`src/rtl/pcsa_pkg.sv`:
```
// ----------------------------------------------------------------------------
// pcsa_pkg
// Shared constants, register indexes and types of the saturation adjust block.
// ----------------------------------------------------------------------------
package pcsa_pkg;

    localparam int SampleW  = 16;
    localparam int ChGainW  = 10;
    localparam int GlbGainW = 11;
    localparam int BitsW    = 5;
    localparam int GainW    = ChGainW + GlbGainW;   // Q5.16 product
    localparam int LumaW    = 32;                   // Q16.16 luma
    localparam int CgW      = SampleW + GainW;      // sample times gain
    localparam int LgW      = LumaW + GainW;        // luma times gain
    localparam int AccW     = 56;
    localparam int CfgIdxW  = 3;
    localparam int CfgDataW = 11;
    localparam int NumCh    = 3;

    localparam logic [15:0] LumaWr = 16'd19595;
    localparam logic [15:0] LumaWg = 16'd38470;
    localparam logic [15:0] LumaWb = 16'd7471;

    localparam logic [ChGainW-1:0]  GainLimit    = 10'd768;
    localparam logic [ChGainW-1:0]  ChGainReset  = 10'd256;
    localparam logic [GlbGainW-1:0] GlbGainReset = 11'd256;
    localparam logic [BitsW-1:0]    BitsReset    = 5'd8;
    localparam logic [BitsW-1:0]    BitsMin      = 5'd1;
    localparam logic [BitsW-1:0]    BitsMax      = 5'd16;

    typedef enum logic [CfgIdxW-1:0] {
        CFG_RED_GAIN    = 3'd0,
        CFG_GREEN_GAIN  = 3'd1,
        CFG_BLUE_GAIN   = 3'd2,
        CFG_GLOBAL_GAIN = 3'd3,
        CFG_SAMPLE_BITS = 3'd4
    } t_cfg_idx;

    typedef struct packed {
        logic [NumCh-1:0][GainW-1:0] gain;
        logic [SampleW-1:0]          maxv;
    } t_cfg;

endpackage

```
`src/rtl/pcsa_cfg.sv`:
```
// ----------------------------------------------------------------------------
// pcsa_cfg
// Configuration registers; derives the per-channel gains and sample maximum.
// ----------------------------------------------------------------------------
module pcsa_cfg
    import pcsa_pkg::*;
(
    input  logic                i_clk,
    input  logic                i_rst_n,
    input  logic                i_cfg_we,
    input  logic [CfgIdxW-1:0]  i_cfg_idx,
    input  logic [CfgDataW-1:0] i_cfg_data,
    output t_cfg                o_cfg
);

    logic [NumCh-1:0][ChGainW-1:0] r_ch_gain;
    logic [GlbGainW-1:0]           r_glb_gain;
    logic [BitsW-1:0]              r_bits;

    logic [ChGainW-1:0]            lim_gain;
    logic [BitsW-1:0]              bits_eff;
    logic [BitsW-1:0]              shift_amt;

    always_ff @(posedge i_clk) begin
        if (!i_rst_n) begin
            r_ch_gain  <= {NumCh{ChGainReset}};
            r_glb_gain <= GlbGainReset;
            r_bits     <= BitsReset;
        end else if (i_cfg_we) begin
            case (t_cfg_idx'(i_cfg_idx))
                CFG_RED_GAIN:    r_ch_gain[0] <= i_cfg_data[ChGainW-1:0];
                CFG_GREEN_GAIN:  r_ch_gain[1] <= i_cfg_data[ChGainW-1:0];
                CFG_BLUE_GAIN:   r_ch_gain[2] <= i_cfg_data[ChGainW-1:0];
                CFG_GLOBAL_GAIN: r_glb_gain   <= i_cfg_data[GlbGainW-1:0];
                CFG_SAMPLE_BITS: r_bits       <= i_cfg_data[BitsW-1:0];
                default: ;
            endcase
        end
    end

    always_comb begin
        lim_gain = '0;
        for (int i = 0; i < NumCh; i++) begin
            lim_gain = (r_ch_gain[i] > GainLimit) ? GainLimit : r_ch_gain[i];
            o_cfg.gain[i] = GainW'(lim_gain) * GainW'(r_glb_gain);
        end
        if (r_bits < BitsMin) begin
            bits_eff = BitsMin;
        end else if (r_bits > BitsMax) begin
            bits_eff = BitsMax;
        end else begin
            bits_eff = r_bits;
        end
        shift_amt  = BitsMax - bits_eff;
        o_cfg.maxv = {SampleW{1'b1}} >> shift_amt;
    end

endmodule

```
`config.mk`:
```
export PLATFORM = sky130hd
export DESIGN_NAME = pcsa_cfg
export DESIGN_NICKNAME = d
export VERILOG_FILES = /design/src/rtl/pcsa_pkg.sv /design/src/rtl/pcsa_cfg.sv
export SDC_FILE = /design/constraint.sdc
export NUM_CORES = 1
export LEC_CHECK = 0
export BUFFER_PORTS_ARGS = -buffer_cell sky130_fd_sc_hd__buf_2
export CAP_MARGIN = 20
export CELL_PAD_IN_SITES_DETAIL_PLACEMENT = 0
export CELL_PAD_IN_SITES_GLOBAL_PLACEMENT = 2
export CORE_MARGIN = 4
export CORE_UTILIZATION = 35
export DETAILED_ROUTE_END_ITERATION = 16
export MAX_ROUTING_LAYER = met4
export PLACE_DENSITY = 0.91
export RECOVER_POWER = 50
export SKIP_LAST_GASP = 1
export SLEW_MARGIN = 20
export SYNTH_ARGS = -nofsm -noshare
export SYNTH_HDL_FRONTEND = slang
export SYNTH_SLANG_ARGS = --single-unit
```
`constraint.sdc`:
```
create_clock -name i_clk -period 5.5 [get_ports i_clk]
set_clock_uncertainty 0.15 [all_clocks]
set_input_delay 0 -clock i_clk [delete_from_list [all_inputs] [get_ports i_clk]]
set_output_delay 0 -clock i_clk [all_outputs]
set_load 0.02 [all_outputs]
```
==> flow_metrics.py <==
metrics = {
    "status": {
        "status": "finished with violations",
        "violations": "setup timing",
    },
    "place": {
        "pre_cts_slack_ps": -162.8,
        "globalplace.congestion": 0.8868,
        "io_buffer_count": 95,
        "dpl_cell_area_um2": 14580,
        "place_hpwl_um": 27420,
    },
    "routing": {
        "vias": 10970,
        "drt-wirelength-per-cell_um": 15.52,
        "dr.max_layer_used": "met4",
        "vias_per_cell": 5.018,
        "drc_errors": 0,
        "wirelength_um": 33910,
        "wl_met2_um": 16110,
        "wirelength_met1_um": 16180,
        "wl_met3_um": 1361,
        "drt_iter0_markers": 547,
        "antenna_left": 0,
        "drt-pass1-iter-count": 5,
    },
    "critical_path": {
        "endpoint_kind": "output port",
        "cp.arrival_ps": 5370,
        "rr_worst_depth": 3,
        "r2r_start": "r_glb_gain[1]",
        "timing.critical_path.mode_cell": "fa_1",
        "r2r-end": "r_glb_gain[1]",
        "crit_type": "flip-flop to output port",
        "cpPeakStageDelay_ps": 520,
        "critPathMaxFanout": 7,
        "slowest_stage": "fa_1",
        "critPathRequiredTime_ps": 5350,
        "reg2reg_slack_ps": 4300,
        "cp-startpoint": "r_ch_gain[8]",
        "path_cells": "nand2_4 -> and2_4 -> nand2_4 -> fa_1 -> inv_1 -> fa_1 -> inv_2 -> fa_1 -> inv_1 -> fa_1 -> inv_1 -> fa_1 -> inv_2 -> ha_4 -> or4_4 -> o21ai_4 -> o211ai_2 -> a221oi_2 -> xnor2_1 -> buf_4",
        "crit_family": "adder cells",
        "start_kind": "flip-flop",
        "cp.buffers_inverters": 6,
    },
    "cells_and_area": {
        "fillers": 3687,
        "seq_area_um2": 949.7,
        "final_area_um2": 15750,
        "multi_input_area_um2": 11460,
        "antennaDiodeCount": 0,
        "area_growth_pct": 20.13,
        "nets": 2115,
        "drive_gt1_share_pct": 20.56,
    },
    "floorplanning": {
        "die_x_um": 201.6,
        "die_y_um": 201.6,
        "initial_utilization_pct": 35.64,
        "ios": 96,
        "dieArea_um2": 40620,
        "core_um2": 36790,
        "num_rows": 70,
    },
    "power": {
        "p_comb_share_pct": 31.4,
        "p_leak_nw": 8.804,
        "power.internal_uw": 628.2,
        "p_clk_share_pct": 31.4,
        "p_seq_share_pct": 37.2,
        "power.total_uw": 946.9,
        "power_density_nw_per_um2": 60.12,
        "switching_share_pct": 33.65,
        "power.switching_uw": 318.7,
        "vdd.ir_drop.worst_v": 0.0001539,
    },
    "cts": {
        "clockBufferDepth": 2,
        "htree_levels": 2,
        "cts.sinks": 46,
        "tritoncts": "built",
        "clock-root-buffer": "clkbuf_16",
        "cts_buffers": 5,
        "clk_pin_slew_ps": 70,
        "worstSkewPairLatency_ps": 280,
    },
    "synthesis": {
        "synth.net_count": 1978,
        "ys_types": 63,
        "ys.flop_type": "dfxtp_1",
        "muxShareOfSynthArea_pct": 0.3817,
        "avgSynthCellArea_um2": 8.304,
        "synth-simple-area-share_pct": 20.74,
        "ys_seq_area_share_pct": 7.024,
        "synth_xor_area_share_pct": 3.540,
        "yosys_warnings": 0,
        "synth-seq-cells": 46,
        "synthAdderAreaFrac_pct": 48.48,
        "synth-async-reset-ratio_pct": 0,
        "synth-edff-count": 0,
        "synth_top_family_by_area": "adder cells",
        "synth_area_um2": 13110,
        "syn-instance-count": 1579,
        "synth-compound-area-share_pct": 9.762,
    },
    "sta": {
        "rsz0062_at_grt": "true",
        "timing.final.crit_share_pct": 100.4,
        "maxSlewHeadroom_pct": 53.45,
        "drv_slew": 0,
        "hold_viol_final": 0,
        "setup_violations": 2,
        "worstMarginPinSlew_ps": 698.2,
        "fmax_mhz": 181.2,
        "setup_ws_ps": -20.24,
        "tns_ps": -22.30,
        "whs_ps": 76.61,
        "fin_crit_ps": 5520,
    },
    "global_route": {
        "grt_overflow": 0,
        "grt_pass1_vias": 11540,
        "grt_pass1_wl_um": 57970,
        "antenna_found_initial": 0,
        "grt.total_usage_pct": 17.29,
        "grt_max_degree": 47,
    },
    "hold_path": {
        "hp-class": "input pin to flip-flop",
        "hp-start": "i_rst_n",
        "min_path_cells": 2,
        "hold_end": "r_bits[3]",
    },
    "run": {
        "maxCapViolations": 0,
    },
}
-- cell type report --
cell class                      count  area share, %
Inverter                          260          6.196
Tap cell                          468          3.718
Sequential cell                    46          6.030
Clock buffer                        5         0.7944
Clock inverter                      3         0.1350
Multi-Input combinational cell   1183          72.79
Timing Repair Buffer              220          10.34
-- worst register-to-register path, cell delays in order (launching register included) --
cell      delay (ps)
dfxtp_1          580
buf_4            190
nand2_1           40
a21boi_0         170
-- registers in the layout, indices dropped and copies added, names as in the netlist --
register    cells
r_bits          5
r_ch_gain      30
r_glb_gain     11
-- worst max-delay path by stage --
| stage | to | cells after the start |
|---|---|---|
| floorplan | o_cfg[78] | 22 |
| global placement | o_cfg[77] | 20 |
| detailed placement | o_cfg[77] | 20 |
| CTS | o_cfg[77] | 22 |
| global route | o_cfg[78] | 22 |
| finish | o_cfg[33] | 20 |
-- what timing repair did --
action	in CTS	in global routing
resized for setup	70	137
cloned	1	0
buffers inserted	7	13
endpoints found under the setup margin	22	25
pin swaps	31	97
hold buffers	11	0
hold endpoints to repair	46	0
-- per-stage QoR --
step / util (%) / cells
after floorplan: - / 1579
after detailed placement: 39.64 / 2146
after global placement: 39.64 / 2146
final: 42.82 / 2185
after CTS: 41.23 / 2173
after global routing: 42.82 / 2185
-- routing by layer --
layer  vias up  track usage [%]
met5         -                -
met2       237            28.29
li1       5304                -
met1      5404            24.39
met3        20            1.483
met4         0            1.904
-- cell families after synthesis --
logic type,count (synthesis)
flops,46
xor+xnor,53
buf+inv,350
fa+ha+maj,382
compound gates,187
mux,5
simple gates,556
-- power by group through the flow --
stage	sequential [mW]	combinational [mW]	clock [mW]
6_report	0.352	0.297	0.297
5_1_grt	0.353	0.331	0.317
4_1_cts	0.352	0.285	0.303
3_5_place_dp	0.359	0.270	0
3_3_place_gp	0.359	0.268	0
2_1_floorplan	0.353	0.174	0
-- synth_stat cells (all sizes together) (3+ instances only) --
cell / n / area [um^2]
or2: 3 / 18.77
clkbuf: 88 / 330.3
o31ai: 4 / 35.03
a21o: 23 / 172.7
ha: 172 / 2152
xnor2: 39 / 341.6
a21boi: 37 / 277.8
dfxtp: 46 / 920.9
nand2b: 4 / 25.02
a31oi: 10 / 68.81
xor2: 14 / 122.6
fa: 210 / 4204
mux2i: 5 / 50.05
nor2b: 10 / 62.56
nand4: 5 / 31.28
inv: 260 / 975.9
and3: 126 / 788.3
o21ai: 24 / 135.1
nor2: 24 / 90.09
nor4: 4 / 25.02
and2: 64 / 400.4
nand2: 268 / 1006
a211oi: 6 / 45.04
o21bai: 8 / 60.06
nand3: 34 / 170.2
a21oi: 47 / 239.0
nor3: 5 / 25.02
or4: 3 / 26.27
o21a: 6 / 45.04
o211ai: 7 / 57.55
-- placed cells by master, fill, tap and decap left out, types with 29 or more instances in the layout --
cell type	instances
a21boi_0	37
nand3_1	33
nand2_1	254
dfxtp_1	29
and2_1	47
fa_1	207
buf_4	107
inv_1	245
a21oi_1	32
buf_2	73
and3_1	123
ha_1	153
xnor2_1	36
(Power assumes the default switching activity.)
